### src/design/qled_pkg.sv
`timescale 1ns / 1ps
// ----------------------------------------------------------------------------
// qled_pkg
// Shared types, character codes and helper functions of the quoted literal
// escape decoder.
// ----------------------------------------------------------------------------
package qled_pkg;

  localparam logic [7:0] MAX_BYTES = 8'd255;

  localparam logic [7:0] CH_SQUOTE = 8'h27;
  localparam logic [7:0] CH_DQUOTE = 8'h22;
  localparam logic [7:0] CH_BSLASH = 8'h5C;
  localparam logic [7:0] CH_NL     = 8'h0A;
  localparam logic [7:0] CH_QMARK  = 8'h3F;
  localparam logic [7:0] CH_ZERO   = 8'h30;
  localparam logic [7:0] CH_SEVEN  = 8'h37;
  localparam logic [7:0] CH_X      = 8'h78;

  localparam logic [1:0] OCT_DIGITS = 2'd3;
  localparam logic [1:0] HEX_DIGITS = 2'd2;

  localparam int unsigned QUEUE_DEPTH = 4;
  localparam int unsigned QPTR_W      = $clog2(QUEUE_DEPTH);
  localparam int unsigned QCNT_W      = $clog2(QUEUE_DEPTH + 1);

  typedef enum logic [2:0] {
    MODE_IDLE = 3'd0,
    MODE_BODY = 3'd1,
    MODE_ESC  = 3'd2,
    MODE_OCT  = 3'd3,
    MODE_HEX  = 3'd4
  } mode_e;

  typedef enum logic [1:0] {
    ERR_NONE     = 2'd0,
    ERR_UNCLOSED = 2'd1,
    ERR_ESCAPE   = 2'd2,
    ERR_LONG     = 2'd3
  } err_e;

  typedef struct packed {
    logic       has_byte;
    logic [7:0] out_byte;
    logic       literal_end;
    logic       is_string;
    err_e       error_code;
    logic       last;
  } res_t;

  // results caused by one accepted character, in order
  typedef struct packed {
    logic [1:0] n;
    res_t       r1;
    res_t       r0;
  } push_t;

  typedef struct packed {
    logic       ok;
    logic [3:0] val;
  } digit_t;

  function automatic digit_t hex_digit(input logic [7:0] c);
    digit_t d;
    d.ok  = 1'b1;
    d.val = 4'd0;
    if (c >= 8'h30 && c <= 8'h39) begin
      d.val = 4'(c - 8'h30);
    end else if (c >= 8'h61 && c <= 8'h66) begin
      d.val = 4'(c - 8'h57);
    end else if (c >= 8'h41 && c <= 8'h46) begin
      d.val = 4'(c - 8'h37);
    end else begin
      d.ok = 1'b0;
    end
    return d;
  endfunction

  typedef struct packed {
    logic       ok;
    logic [7:0] val;
  } simple_t;

  function automatic simple_t simple_escape(input logic [7:0] c);
    simple_t s;
    s.ok  = 1'b1;
    s.val = c;
    unique case (c)
      CH_BSLASH, CH_SQUOTE, CH_DQUOTE, CH_QMARK: s.val = c;
      8'h61:   s.val = 8'd7;   // a
      8'h62:   s.val = 8'd8;   // b
      8'h66:   s.val = 8'd12;  // f
      8'h6E:   s.val = 8'd10;  // n
      8'h72:   s.val = 8'd13;  // r
      8'h74:   s.val = 8'd9;   // t
      8'h76:   s.val = 8'd11;  // v
      default: s.ok  = 1'b0;
    endcase
    return s;
  endfunction

endpackage

### src/design/qled_core.sv
`timescale 1ns / 1ps
// ----------------------------------------------------------------------------
// qled_core
// Literal state and escape decode: turns one character into zero, one or two
// result items and updates the literal state when the character is accepted.
// ----------------------------------------------------------------------------
module qled_core import qled_pkg::*; (
  input  logic       clk_i,
  input  logic       rst_ni,
  input  logic       accept_i,
  input  logic [7:0] in_char_i,
  output push_t      push_o
);

  mode_e      mode_q, mode_d;
  logic       quote_q, quote_d;
  logic [1:0] dcnt_q, dcnt_d;
  logic [8:0] esc_q, esc_d;
  logic [7:0] bcnt_q, bcnt_d;

  function automatic res_t mk(input logic hb, input logic [7:0] b, input logic fin,
                              input logic str, input err_e err);
    res_t r;
    r.has_byte    = hb;
    r.out_byte    = b;
    r.literal_end = fin;
    r.is_string   = str;
    r.error_code  = err;
    r.last        = 1'b0;
    return r;
  endfunction

  always_comb begin
    push_t      p;
    res_t       r;
    logic       push_a;
    logic [7:0] push_v;
    logic       do_body;
    logic [7:0] q;
    logic       is_oct;
    digit_t     hd;
    simple_t    se;
    logic [1:0] dn;

    mode_d  = mode_q;
    quote_d = quote_q;
    dcnt_d  = dcnt_q;
    esc_d   = esc_q;
    bcnt_d  = bcnt_q;
    p       = '0;
    r       = '0;
    push_a  = 1'b0;
    push_v  = 8'd0;
    do_body = 1'b0;
    q       = quote_q ? CH_DQUOTE : CH_SQUOTE;
    is_oct  = (in_char_i >= CH_ZERO) && (in_char_i <= CH_SEVEN);
    hd      = hex_digit(in_char_i);
    se      = simple_escape(in_char_i);
    dn      = dcnt_q + 2'd1;

    unique case (mode_q)
      MODE_BODY: begin
        do_body = 1'b1;
      end
      MODE_ESC: begin
        if (se.ok) begin
          mode_d = MODE_BODY;
          push_a = 1'b1;
          push_v = se.val;
        end else if (in_char_i == CH_X) begin
          mode_d = MODE_HEX;
          esc_d  = 9'd0;
          dcnt_d = 2'd0;
        end else if (is_oct) begin
          mode_d = MODE_OCT;
          esc_d  = {6'd0, in_char_i[2:0]};
          dcnt_d = 2'd1;
        end else begin
          r      = mk(1'b0, 8'd0, 1'b0, quote_q, ERR_ESCAPE);
          p.r0   = r;
          p.n    = 2'd1;
          mode_d = MODE_IDLE;
        end
      end
      MODE_OCT: begin
        if (is_oct && dcnt_q < OCT_DIGITS) begin
          esc_d  = {esc_q[5:0], in_char_i[2:0]};
          dcnt_d = dn;
          if (dn >= OCT_DIGITS) begin
            mode_d = MODE_BODY;
            push_a = 1'b1;
            push_v = esc_d[7:0];
          end
        end else begin
          mode_d  = MODE_BODY;
          push_a  = 1'b1;
          push_v  = esc_q[7:0];
          do_body = 1'b1;
        end
      end
      MODE_HEX: begin
        if (hd.ok && dcnt_q < HEX_DIGITS) begin
          esc_d  = {esc_q[4:0], hd.val};
          dcnt_d = dn;
          if (dn >= HEX_DIGITS) begin
            mode_d = MODE_BODY;
            push_a = 1'b1;
            push_v = esc_d[7:0];
          end
        end else begin
          // the terminating character is handled as a body character
          mode_d  = MODE_BODY;
          push_a  = 1'b1;
          push_v  = esc_q[7:0];
          do_body = 1'b1;
        end
      end
      default: begin
        mode_d = MODE_IDLE;
        if (in_char_i == CH_SQUOTE || in_char_i == CH_DQUOTE) begin
          quote_d = (in_char_i == CH_DQUOTE);
          bcnt_d  = 8'd0;
          dcnt_d  = 2'd0;
          esc_d   = 9'd0;
          mode_d  = MODE_BODY;
        end
      end
    endcase

    if (push_a) begin
      if (bcnt_d >= MAX_BYTES) begin
        p.r0    = mk(1'b0, 8'd0, 1'b0, quote_q, ERR_LONG);
        mode_d  = MODE_IDLE;
        do_body = 1'b0;
      end else begin
        p.r0   = mk(1'b1, push_v, 1'b0, quote_q, ERR_NONE);
        bcnt_d = bcnt_d + 8'd1;
      end
      p.n = 2'd1;
    end

    if (do_body) begin
      r = '0;
      if (in_char_i == q) begin
        r      = mk(1'b0, 8'd0, 1'b1, quote_q, ERR_NONE);
        mode_d = MODE_IDLE;
      end else if (in_char_i == CH_NL) begin
        r      = mk(1'b0, 8'd0, 1'b0, quote_q, ERR_UNCLOSED);
        mode_d = MODE_IDLE;
      end else if (in_char_i == CH_BSLASH) begin
        mode_d = MODE_ESC;
      end else if (bcnt_d >= MAX_BYTES) begin
        r      = mk(1'b0, 8'd0, 1'b0, quote_q, ERR_LONG);
        mode_d = MODE_IDLE;
      end else begin
        r      = mk(1'b1, in_char_i, 1'b0, quote_q, ERR_NONE);
        bcnt_d = bcnt_d + 8'd1;
      end
      if (in_char_i != CH_BSLASH) begin
        if (p.n == 2'd0) begin
          p.r0 = r;
        end else begin
          p.r1 = r;
        end
        p.n = p.n + 2'd1;
      end
    end

    if (p.n == 2'd1) begin
      p.r0.last = 1'b1;
    end else if (p.n == 2'd2) begin
      p.r1.last = 1'b1;
    end
    push_o = p;
  end

  always_ff @(posedge clk_i or negedge rst_ni) begin
    if (!rst_ni) begin
      mode_q  <= MODE_IDLE;
      quote_q <= 1'b0;
      dcnt_q  <= 2'd0;
      esc_q   <= 9'd0;
      bcnt_q  <= 8'd0;
    end else if (accept_i) begin
      mode_q  <= mode_d;
      quote_q <= quote_d;
      dcnt_q  <= dcnt_d;
      esc_q   <= esc_d;
      bcnt_q  <= bcnt_d;
    end
  end

  a_opens_literal: assert property (@(posedge clk_i) disable iff (!rst_ni)
    accept_i && mode_q == MODE_IDLE &&
    (in_char_i == CH_SQUOTE || in_char_i == CH_DQUOTE) |=> mode_q == MODE_BODY)
    else $error("quote in idle did not open a literal");

  a_push_count: assert property (@(posedge clk_i) disable iff (!rst_ni)
    push_o.n != 2'd3)
    else $error("more than two results for one character");

  a_count_bound: assert property (@(posedge clk_i) disable iff (!rst_ni)
    accept_i && push_o.n != 2'd0 && push_o.r0.has_byte |=> bcnt_q != 8'd0)
    else $error("byte count not advanced after a decoded byte");

endmodule

### src/design/qled_res_queue.sv
`timescale 1ns / 1ps
// ----------------------------------------------------------------------------
// qled_res_queue
// Small result queue: takes up to two result items per cycle and hands them
// out one per cycle on the output handshake.
// ----------------------------------------------------------------------------
module qled_res_queue import qled_pkg::*; (
  input  logic  clk_i,
  input  logic  rst_ni,
  input  logic  push_en_i,
  input  push_t push_i,
  output logic  room_o,
  output logic  valid_o,
  input  logic  ready_i,
  output res_t  data_o
);

  res_t              ent_q [QUEUE_DEPTH];
  logic [QPTR_W-1:0] wr_q, wr_d;
  logic [QPTR_W-1:0] rd_q, rd_d;
  logic [QCNT_W-1:0] cnt_q, cnt_d;
  logic              pop;
  logic [1:0]        n_in;
  logic [QPTR_W-1:0] wr_nxt;

  assign n_in    = push_en_i ? push_i.n : 2'd0;
  assign pop     = valid_o && ready_i;
  assign valid_o = (cnt_q != '0);
  assign room_o  = (cnt_q <= QCNT_W'(QUEUE_DEPTH - 2));
  assign data_o  = ent_q[rd_q];
  assign wr_nxt  = wr_q + QPTR_W'(1);

  always_comb begin
    wr_d  = wr_q + QPTR_W'(n_in);
    rd_d  = pop ? rd_q + QPTR_W'(1) : rd_q;
    cnt_d = cnt_q + QCNT_W'(n_in) - QCNT_W'(pop);
  end

  always_ff @(posedge clk_i) begin
    if (n_in != 2'd0) begin
      ent_q[wr_q] <= push_i.r0;
    end
    if (n_in == 2'd2) begin
      ent_q[wr_nxt] <= push_i.r1;
    end
  end

  always_ff @(posedge clk_i or negedge rst_ni) begin
    if (!rst_ni) begin
      wr_q  <= '0;
      rd_q  <= '0;
      cnt_q <= '0;
    end else begin
      wr_q  <= wr_d;
      rd_q  <= rd_d;
      cnt_q <= cnt_d;
    end
  end

  a_no_overflow: assert property (@(posedge clk_i) disable iff (!rst_ni)
    cnt_q <= QCNT_W'(QUEUE_DEPTH))
    else $error("result queue overflow");

  a_ptr_gap: assert property (@(posedge clk_i) disable iff (!rst_ni)
    cnt_q != QCNT_W'(QUEUE_DEPTH) |-> QPTR_W'(wr_q - rd_q) == QPTR_W'(cnt_q))
    else $error("queue pointers and count disagree");

endmodule

### src/design/quoted_literal_escape_decoder_top.sv
`timescale 1ns / 1ps
// ----------------------------------------------------------------------------
// quoted_literal_escape_decoder_top
// Decodes quoted C literals and their escapes from a character stream.
// ----------------------------------------------------------------------------
// the results of an accepted character are registered in the result queue
// throughput: one character per cycle while in_ready_o is high; a character may
//   give two results, which leave one per cycle from a four-entry result queue
// in_ready_o is high while the queue has room for two results
// reset (rst_ni low, asynchronous) empties the queue and returns to idle
module quoted_literal_escape_decoder_top import qled_pkg::*; (
  input  logic       clk_i,
  input  logic       rst_ni,
  input  logic       in_valid_i,
  output logic       in_ready_o,
  input  logic [7:0] in_char_i,
  output logic       out_valid_o,
  input  logic       out_ready_i,
  output logic       has_byte_o,
  output logic [7:0] out_byte_o,
  output logic       literal_end_o,
  output logic       is_string_o,
  output logic [1:0] error_code_o,
  output logic       last_o
);

  logic  accept;
  push_t push;
  res_t  res;

  assign accept = in_valid_i && in_ready_o;

  qled_core u_core (
    .clk_i    (clk_i),
    .rst_ni   (rst_ni),
    .accept_i (accept),
    .in_char_i(in_char_i),
    .push_o   (push)
  );

  qled_res_queue u_queue (
    .clk_i    (clk_i),
    .rst_ni   (rst_ni),
    .push_en_i(accept),
    .push_i   (push),
    .room_o   (in_ready_o),
    .valid_o  (out_valid_o),
    .ready_i  (out_ready_i),
    .data_o   (res)
  );

  assign has_byte_o    = res.has_byte;
  assign out_byte_o    = res.out_byte;
  assign literal_end_o = res.literal_end;
  assign is_string_o   = res.is_string;
  assign error_code_o  = res.error_code;
  assign last_o        = res.last;

  a_byte_clean: assert property (@(posedge clk_i) disable iff (!rst_ni)
    out_valid_o && has_byte_o |-> error_code_o == ERR_NONE && !literal_end_o)
    else $error("decoded byte item also flags end or error");

endmodule

### config.mk
export PLATFORM = sky130hd
export DESIGN_NAME = quoted_literal_escape_decoder_top
export DESIGN_NICKNAME = d
export VERILOG_FILES = /design/src/design/qled_pkg.sv /design/src/design/qled_core.sv /design/src/design/qled_res_queue.sv /design/src/design/quoted_literal_escape_decoder_top.sv
export SDC_FILE = /design/constraint.sdc
export NUM_CORES = 1
export LEC_CHECK = 0
export BUFFER_PORTS_ARGS = -buffer_cell sky130_fd_sc_hd__buf_2
export CAP_MARGIN = 20
export CORE_MARGIN = 3
export CORE_UTILIZATION = 41
export CTS_BUF_LIST = sky130_fd_sc_hd__clkbuf_2 sky130_fd_sc_hd__clkbuf_4 sky130_fd_sc_hd__clkbuf_8
export DETAILED_ROUTE_END_ITERATION = 6
export GPL_ROUTABILITY_DRIVEN = 0
export MAX_ROUTING_LAYER = met4
export PLACE_DENSITY = 0.66
export SYNTH_ARGS = -nofsm -noshare
export SYNTH_HDL_FRONTEND = slang
export SYNTH_HIERARCHICAL = 1
export SYNTH_SLANG_ARGS = --single-unit
### constraint.sdc
create_clock -name clk_i -period 5.2 [get_ports clk_i]
set_clock_uncertainty 0.15 [all_clocks]
set_input_delay 0.52 -clock clk_i [delete_from_list [all_inputs] [get_ports clk_i]]
set_output_delay 0.52 -clock clk_i [all_outputs]
set_load 0.02 [all_outputs]
==> impl_metrics.json, run 1 <==
{
  "outcome": "finished clean",
  "setup_viol": 0,
  "grt_overflow": 0,
  "critical_path_arrival_ns": 4.82,
  "startpoint_type": "input pin",
  "dpl.hpwl_um": 10600,
  "cp_cell_sequence": "buf_2 > inv_1 > ha_1 > mux2_2 > o2111ai_1 > nand2_1 > inv_1 > ha_1 > nand2_1 > nor2_1 > nand4_1 > a21oi_1 > nor2_1 > mux2_2 > nand2_1 > ha_1 > inv_1 > ha_1 > fa_1 > xnor2_1 > xnor2_1",
  "timing.final.crit_share": 0.899,
  "cp_slowest_cell": "fa_1",
  "cts_buffers": 9,
  "ys_warn_count": 6,
  "grt_pass1_wl_um": 23700,
  "track_usage": 0.190,
  "timing.final.crit_period_ns": 4.67,
  "async_flop_share": 0.341,
  "cts_setup_buffers": 0,
  "cpPeakStageDelay_ns": 0.38,
  "crit_type": "in2reg",
  "rows": 43,
  "dr.first_iter.drc_count": 658,
  "multiInputGateArea_um2": 3420,
  "cts_buffer_depth": 2,
  "hold_slack_ns": 0.0238,
  "tightest_slew_ns": 0.989,
  "cts_hold_buffers": 0,
  "diodes": 0,
  "wl_per_cell_um": 19.0,
  "ys_seq_elements": 85,
  "synth_area_per_cell_um2": 10.4,
  "peakVddDrop_v": 0.000160,
  "drcViolationCount": 0,
  "path_common_cell": "ha_1",
  "cts_sinks": 85,
  "grt_max_degree": 30,
  "die_area_um2": 16300,
  "ys_seq_area_frac": 0.397,
  "slew_violations": 0,
  "synth.distinct_cells": 80,
  "netlist_area_um2": 6060,
  "post_cts_resized": 0,
  "p_leak_nw": 2.49,
  "drtPass1Iterations": 6,
  "finalHoldViolCount": 0,
  "clk_pin_slew_worst_paths_ns": 0.08,
  "design.core.area_um2": 14100,
  "io_buffers": 27,
  "antenna_found_initial": 0,
  "synthCells": 585,
  "required_ns": 5.35,
  "maxCapViolations": 0,
  "h-tree-depth": 3,
  "start_util": 0.429,
  "final_common_cell": "edfxtp_1",
  "rsz0062_at_grt": "no",
  "io_pins": 28,
  "grt_pass1_vias": 4619,
  "worst_setup_path_end_kind": "flip-flop",
  "ff_latch_area_um2": 2410,
  "max-slew-margin-rel": 0.340,
  "final_cell_mix": "56 x edfxtp_1, 52 x nor2_1, 50 x a21oi_1",
  "fill_cells": 1311,
  "die_y_um": 128,
  "cts-root-buf": "clkbuf_8",
  "crit_fanout": 12,
  "viasPerCell": 6.06,
  "synth_top_flop_cell": "edfxtp_1",
  "clk_latency_ns": 0.38,
  "power_density_nw_per_um2": 555,
  "cts_tree": "built",
  "die_x_um": 128,
  "max_freq_ghz": 0.214,
  "synth_fp_nets": 610,
  "hold_path_class": "in2async",
  "nets": 632,
  "area_growth_pct": 8.44,
  "vias": 4803,
  "routed_wl_um": 15000,
  "setup_tns_ns": 0,
  "synth-edff-count": 56,
  "drive_above_1_share": 0.261,
  "postRouteAntennaNets": 0
}
## final timing paths
| kind | startpoint | endpoint | slack (ns) | cells past startpoint |
|---|---|---|---|---|
| worst max-delay path | in_char_i[0] | u_queue/cnt_q[2]$_DFF_PN0_ | 0.53 | 21 |
| worst min-delay path | rst_ni | u_queue/rd_q[0]$_DFFE_PN0P_ | 0.02 | 1 |
| worst max register to register | u_core/mode_q[0]$_DFFE_PN0P_ | u_queue/cnt_q[2]$_DFF_PN0_ | 0.61 | 18 |
| worst min register to register | u_queue/cnt_q[2]$_DFF_PN0_ | u_queue/cnt_q[2]$_DFF_PN0_ | 0.37 | 1 |
| max in group asynchronous | rst_ni | u_core/esc_q[6]$_DFFE_PN0P_ | 4.43 | 1 |
| min in group clk_i | u_queue/cnt_q[2]$_DFF_PN0_ | u_queue/cnt_q[2]$_DFF_PN0_ | 0.37 | 1 |
## report_power, final
group | total, mW | switching (mW) | internal (mW) | leakage (nW)
Clock | 0.478 | 0.252 | 0.227 | 0.0989
Combinational | 1.97 | 1.12 | 0.852 | 1.54
Sequential | 1.20 | 0.224 | 0.976 | 0.852
Total | 3.65 | 1.59 | 2.05 | 2.49
## critical path, delay by kind of cell
kind | cells | cell delay [ns]
adders and majority gates | 5 | 1.39
and+or+nand+nor | 6 | 0.94
muxes | 2 | 0.64
buffers and inverters | 4 | 0.53
AOI/OAI and AO/OA | 2 | 0.49
xor gates and xnor gates | 2 | 0.31
## registers in the layout, indices dropped and copies added, names as in the netlist
| register | flops |
|---|---|
| u_core/mode_q | 3 |
| u_queue/ent_q | 56 |
| u_core/bcnt_q | 8 |
| u_queue/wr_q | 2 |
| u_core/quote_q | 1 |
| u_queue/rd_q | 2 |
| u_queue/cnt_q | 3 |
| u_core/esc_q | 8 |
| u_core/dcnt_q | 2 |
## cell usage after synthesis (all sizes together) (8+ instances only)
| cell type | number | share of area |
|---|---|---|
| a21oi | 53 | 0.047 |
| and2 | 12 | 0.012 |
| and3 | 8 | 0.0083 |
| buf | 16 | 0.018 |
| clkbuf | 16 | 0.0099 |
| dfrtp | 29 | 0.12 |
| edfxtp | 56 | 0.28 |
| ha | 12 | 0.025 |
| inv | 19 | 0.012 |
| mux2 | 60 | 0.12 |
| mux4 | 14 | 0.052 |
| nand2 | 48 | 0.031 |
| nand2b | 8 | 0.0083 |
| nand3 | 11 | 0.0091 |
| nor2 | 54 | 0.036 |
| nor3 | 11 | 0.0091 |
| nor3b | 10 | 0.012 |
| o21ai | 24 | 0.021 |
| o22ai | 10 | 0.010 |
| xnor2 | 8 | 0.012 |
## routing by layer
| metal | vias up | track usage | share of wire |
|---|---|---|---|
| met4 | 0 | 0.0880 | 0.029 |
| met1 | 2305 | 0.241 | 0.44 |
| li1 | 2251 | - | - |
| met2 | 210 | 0.303 | 0.48 |
| met5 | - | - | 0 |
| met3 | 37 | 0.0263 | 0.056 |
## cell type report
cell class                 instances  share of cell area
multi-input combinational        449               0.520
tap                              180              0.0342
clock inverter                     6             0.00970
sequential                        85               0.366
timing repair buffer              43              0.0388
inverter                          19              0.0108
clock buffer                      10              0.0200
## cell families (layout without fill, tap and decap cells)
kind of cell,after synthesis,in the layout,synth area share
simple gates,199,199,0.179
fa+ha+maj,13,13,0.0281
flops,85,85,0.397
compound gates,147,147,0.160
buf+inv,51,78,0.0396
xor+xnor,11,11,0.0159
mux,79,79,0.181
## through the flow
step	cells	total power, mW	cell area [um^2]	setup slack [ns]	utilization
after detailed placement	775	3.15	6370	0.261	0.450
after CTS	791	3.64	6570	0.621	0.464
final	792	3.65	6580	0.525	0.465
after global placement	775	3.09	6370	0.459	0.450
after global routing	792	3.89	6580	0.234	0.465
after floorplan	585	2.66	6060	0.136	-
(Power assumes the default switching activity.)
==> run 2: changes to the inputs <==
Settings changed: PLACE_DENSITY 0.66 to 0.59.
==> impl_metrics.json, run 2 (same netlist as run 1, synthesis figures left out) <==
{
  "cts-root-buf": "clkbuf_8",
  "crit_family": "compound AO/OA/AOI/OAI gates",
  "top_regs": "u_queue/ent_q: 56 flops, u_core/bcnt_q: 8 flops, u_core/esc_q: 8 flops",
  "total_power_mw": 3.70,
  "nets": 638,
  "antenna_found_initial": 0,
  "max_freq_ghz": 0.216,
  "final_util": 0.470,
  "postRouteAntennaNets": 0,
  "area_growth_pct": 9.55,
  "vias": 4726,
  "design.core.area_um2": 14100,
  "drive_above_1_share": 0.272,
  "grt_pass1_wl_um": 25500,
  "crit_start": "in_char_i[0]",
  "grt_overflow": 0,
  "required_ns": 5.17,
  "final_cell_mix": "56 x edfxtp_1, 52 x nor2_1, 50 x a21oi_1",
  "outcome": "finished clean",
  "io_buffers": 27,
  "grt_pass1_vias": 4641,
  "crit_type": "in2reg",
  "hold_slack_ns": 0.0486,
  "wl_per_cell_um": 19.4,
  "power_density_nw_per_um2": 556,
  "die_area_um2": 16300,
  "cp_cell_sequence": "buf_2 > inv_1 > ha_1 > mux2_2 > o2111ai_1 > nand2_1 > inv_1 > ha_1 > nand2_1 > nor4_1 > o21ai_0 > a21boi_2 > and4bb_4 > a21oi_4 > a31o_1 > a22o_1 > mux2_2",
  "slew_violations": 0,
  "fill_cells": 1354,
  "drcViolationCount": 0,
  "critical_path_arrival_ns": 4.60,
  "track_usage": 0.205,
  "post_cts_resized": 0,
  "post_dp_cell_area_um2": 6420,
  "io_pins": 28,
  "tightest_slew_ns": 0.841,
  "final_cell_area_um2": 6640,
  "drtPass1Iterations": 5,
  "crit_buf_inv": 3,
  "crit_fanout": 9,
  "cts_buffers": 9,
  "max-slew-margin-rel": 0.435,
  "p_leak_nw": 2.52,
  "setup_viol": 0,
  "finalHoldViolCount": 0,
  "viasPerCell": 5.92,
  "dr.first_iter.drc_count": 627,
  "cts_tree": "built",
  "cts_sinks": 85,
  "cts_buffer_depth": 2,
  "dp_slack_ns": 0.280,
  "clk_latency_ns": 0.37,
  "start_util": 0.429,
  "maxCapViolations": 0,
  "cts_setup_buffers": 0,
  "instances_no_fill": 798,
  "cp_slowest_cell": "nor4_1",
  "die_y_um": 128,
  "r2r-start": "u_core/mode_q[0]$_DFFE_PN0P_",
  "startpoint_type": "input pin",
  "dpl.hpwl_um": 11000,
  "rows": 43,
  "h-tree-depth": 3,
  "cts_hold_buffers": 0,
  "largest_register_ffs": 56,
  "peakVddDrop_v": 0.000250,
  "hold_path_class": "in2async",
  "worst_setup_path_end_kind": "flip-flop",
  "final_common_cell": "edfxtp_1",
  "grt_max_degree": 30,
  "diodes": 0,
  "timing.final.crit_share": 0.889,
  "timing.final.crit_period_ns": 4.62,
  "largest-register": "u_queue/ent_q",
  "fin_ws_ns": 0.575,
  "routed_wl_um": 15500,
  "setup_tns_ns": 0,
  "rsz0062_at_grt": "no",
  "clk_pin_slew_worst_paths_ns": 0.09,
  "dp_cells": 781,
  "die_x_um": 128,
  "cpPeakStageDelay_ns": 0.53
}
-- run 2: cell types whose count changed in the layout (fill, tap and decap cells not counted), sizes merged --
cell	delta
buf	+6
clkbuf	-1
clkinv	-2
clkinvlp	+1
inv	+2
-- run 2: area by class of cell --
cell class | instances | area (um^2) | share of cell area
clock buffer | 9 | 124 | 0.0186
clock inverter | 7 | 73.8 | 0.0111
inverter | 19 | 71.3 | 0.0107
multi-input combinational | 449 | 3420 | 0.515
sequential | 85 | 2410 | 0.362
tap | 180 | 225 | 0.0339
timing repair buffer | 49 | 320 | 0.0482
-- run 2: path summary, 6_finish.rpt --
kind / end / slack (ns) / depth (start not counted)
worst max register to register: u_queue/ent_q[0][9]$_DFFE_PP_ / 0.67 / 14
worst max-delay path: u_queue/ent_q[0][9]$_DFFE_PP_ / 0.58 / 17
max in group asynchronous: u_core/esc_q[0]$_DFFE_PN0P_ / 4.40 / 1
worst min register to register: u_queue/cnt_q[2]$_DFF_PN0_ / 0.38 / 1
min in group clk_i: u_queue/cnt_q[2]$_DFF_PN0_ / 0.38 / 1
worst min-delay path: u_core/bcnt_q[2]$_DFFE_PN0P_ / 0.05 / 1
-- run 2: per-layer routing --
layer,global-route usage,vias to the layer above,part of all wire
met1,0.274,2307,0.46
met2,0.322,140,0.47
met3,0.0393,24,0.049
li1,-,2255,-
met5,-,-,0
met4,0.0537,0,0.019
-- run 2: worst register-to-register path, stage by stage (launching register included) --
cell and delay, ns:
dfrtp_1 0.49, o21a_1 0.23, o2111ai_1 0.35, nand2_1 0.11
inv_1 0.12, ha_1 0.28, nand2_1 0.13, nor4_1 0.53
o21ai_0 0.30, a21boi_2 0.24, and4bb_4 0.35, a21oi_4 0.13
a31o_1 0.28, a22o_1 0.30, mux2_2 0.28
-- run 2: power by group --
group          switching (mW)  internal [mW]  total (mW)  leakage (nW)
clock                   0.260          0.225       0.484         0.100
sequential              0.209          0.976        1.19         0.852
combinational            1.14          0.889        2.03          1.57
total                    1.61           2.09        3.70          2.52
==> run 3: changes to the inputs <==
Settings changed: BUFFER_PORTS_ARGS -buffer_cell sky130_fd_sc_hd__buf_2 to not set, DONT_BUFFER_PORTS set to 1, PLACE_DENSITY 0.59 to 0.66.
==> impl_metrics.json, run 3 (same netlist as run 1, synthesis figures left out) <==
{
  "outcome": "finished clean",
  "antenna_found_initial": 0,
  "finalHoldViolCount": 0,
  "min_from": "in_char_i[0]",
  "timing.final.crit_share": 0.888,
  "die_x_um": 128,
  "die_y_um": 128,
  "clock_power_share": 0.149,
  "grt_overflow": 0,
  "rsz0062_at_grt": "no",
  "peakVddDrop_v": 0.000217,
  "max-slew-margin-rel": 0.398,
  "cts-root-buf": "clkbuf_8",
  "hold_depth": 2,
  "internal_power_mw": 2.09,
  "reg2reg_slack_ns": 0.58,
  "multiInputGateArea_um2": 3420,
  "cts_hold_buffers": 2,
  "p_sw_frac": 0.431,
  "diodes": 0,
  "grt_pass1_wl_um": 24900,
  "viasPerCell": 6.16,
  "required_ns": 5.34,
  "dr.first_iter.drc_count": 745,
  "track_usage": 0.198,
  "worst_setup_path_end_kind": "flip-flop",
  "power_density_nw_per_um2": 563,
  "postRouteAntennaNets": 0,
  "clk_pin_slew_worst_paths_ns": 0.09,
  "fill_cells": 1314,
  "drcViolationCount": 0,
  "grt_pass1_vias": 4604,
  "instances_no_fill": 768,
  "max_freq_ghz": 0.217,
  "largest-register": "u_queue/ent_q",
  "r2r-start": "u_core/dcnt_q[1]$_DFFE_PN0P_",
  "combPwrFrac": 0.531,
  "vias": 4731,
  "final_common_cell": "edfxtp_1",
  "crit_type": "reg2reg",
  "slew_violations": 0,
  "post_cts_resized": 0,
  "setup_viol": 0,
  "critical_path_arrival_ns": 4.76,
  "routed_wl_um": 15200,
  "top_regs": "u_queue/ent_q: 56 flops, u_core/bcnt_q: 8 flops, u_core/esc_q: 8 flops",
  "drive_above_1_share": 0.233,
  "wl_per_cell_um": 19.8,
  "clk_latency_ns": 0.38,
  "die_area_um2": 16300,
  "timing.final.crit_period_ns": 4.62,
  "dpl.hpwl_um": 10600,
  "io_pins": 28,
  "design.core.area_um2": 14100,
  "start_util": 0.429,
  "crit_start": "u_core/dcnt_q[1]$_DFFE_PN0P_",
  "startpoint_type": "flip-flop",
  "hold_path_class": "in2reg",
  "area_growth_pct": 7.70,
  "total_power_mw": 3.68,
  "dp_cells": 748,
  "seqPwrFrac": 0.320,
  "h-tree-depth": 3,
  "cts_setup_buffers": 0,
  "final_cell_mix": "56 x edfxtp_1, 52 x nor2_1, 50 x a21oi_1",
  "cts_sinks": 85,
  "drtPass1Iterations": 5,
  "p_leak_nw": 2.42,
  "crit_fanout": 11,
  "largest_register_ffs": 56,
  "rows": 43,
  "grt_max_degree": 30,
  "cts_buffers": 9,
  "cts_buffer_depth": 2,
  "hold_end": "u_core/esc_q[0]$_DFFE_PN0P_",
  "setup_tns_ns": 0,
  "nets": 608,
  "ff_latch_area_um2": 2410,
  "r2r_end": "u_queue/cnt_q[2]$_DFF_PN0_",
  "io_buffers": 0,
  "p_sw_mw": 1.59,
  "r2r_cells": 16,
  "cts_tree": "built",
  "maxCapViolations": 0,
  "tightest_slew_ns": 0.896
}
[run 3: power groups by stage]
stage               registers (mW)  logic (mW)  clock network [mW]
floorplan                     1.08        1.58                   0
global placement              1.21        1.82                   0
detailed placement            1.22        1.86                   0
CTS                           1.20        1.88               0.561
global route                  1.21        2.15               0.592
finish                        1.18        1.95               0.546
[run 3: worst max-delay path by stage]
stage,end,depth (start not counted)
finish,u_queue/cnt_q[2]$_DFF_PN0_,16
global route,u_queue/cnt_q[2]$_DFF_PN0_,17
CTS,u_queue/cnt_q[2]$_DFF_PN0_,16
detailed placement,u_queue/cnt_q[2]$_DFF_PN0_,17
global placement,u_queue/cnt_q[2]$_DFF_PN0_,17
floorplan,u_queue/cnt_q[2]$_DFF_PN0_,23
[run 3: final cells by class]
cell class,instances,share of cell area
inverter,19,0.0109
tap,180,0.0345
sequential,85,0.369
timing repair buffer,19,0.0272
multi-input combinational,449,0.524
clock buffer,10,0.0201
clock inverter,6,0.0148
[run 3: stage by stage]
step,cell area (um^2),hold slack (ns),worst slack [ns],utilization
3_3_place_gp,6240,0.0753,0.590,0.441
2_1_floorplan,6060,0.0744,0.136,-
5_1_grt,6530,0.184,0.195,0.462
3_5_place_dp,6240,0.0752,0.526,0.441
6_report,6530,0.195,0.584,0.462
4_1_cts,6500,0.179,0.612,0.459
[run 3: routing by layer]
| metal | GRT usage | wire length, um | vias up |
|---|---|---|---|
| met2 | 0.308 | 7290 | 183 |
| met4 | 0.0655 | 242 | 0 |
| li1 | - | - | 2198 |
| met3 | 0.0368 | 927 | 26 |
| met1 | 0.261 | 6720 | 2324 |
| met5 | - | 0 | - |
[run 3: worst max-delay path, stage by stage, from the launching register on]
cell and delay (ns):
dfrtp_1 0.43, ha_1 0.55, nand2b_1 0.14, o41ai_1 0.38, a31oi_1 0.17, or2_4 0.33, nor2_4 0.17, o31ai_1 0.24
ha_1 0.37, mux2_2 0.29, nand2_1 0.11, ha_1 0.29, inv_1 0.04, ha_1 0.18, fa_1 0.38, xnor2_1 0.17
xnor2_1 0.14
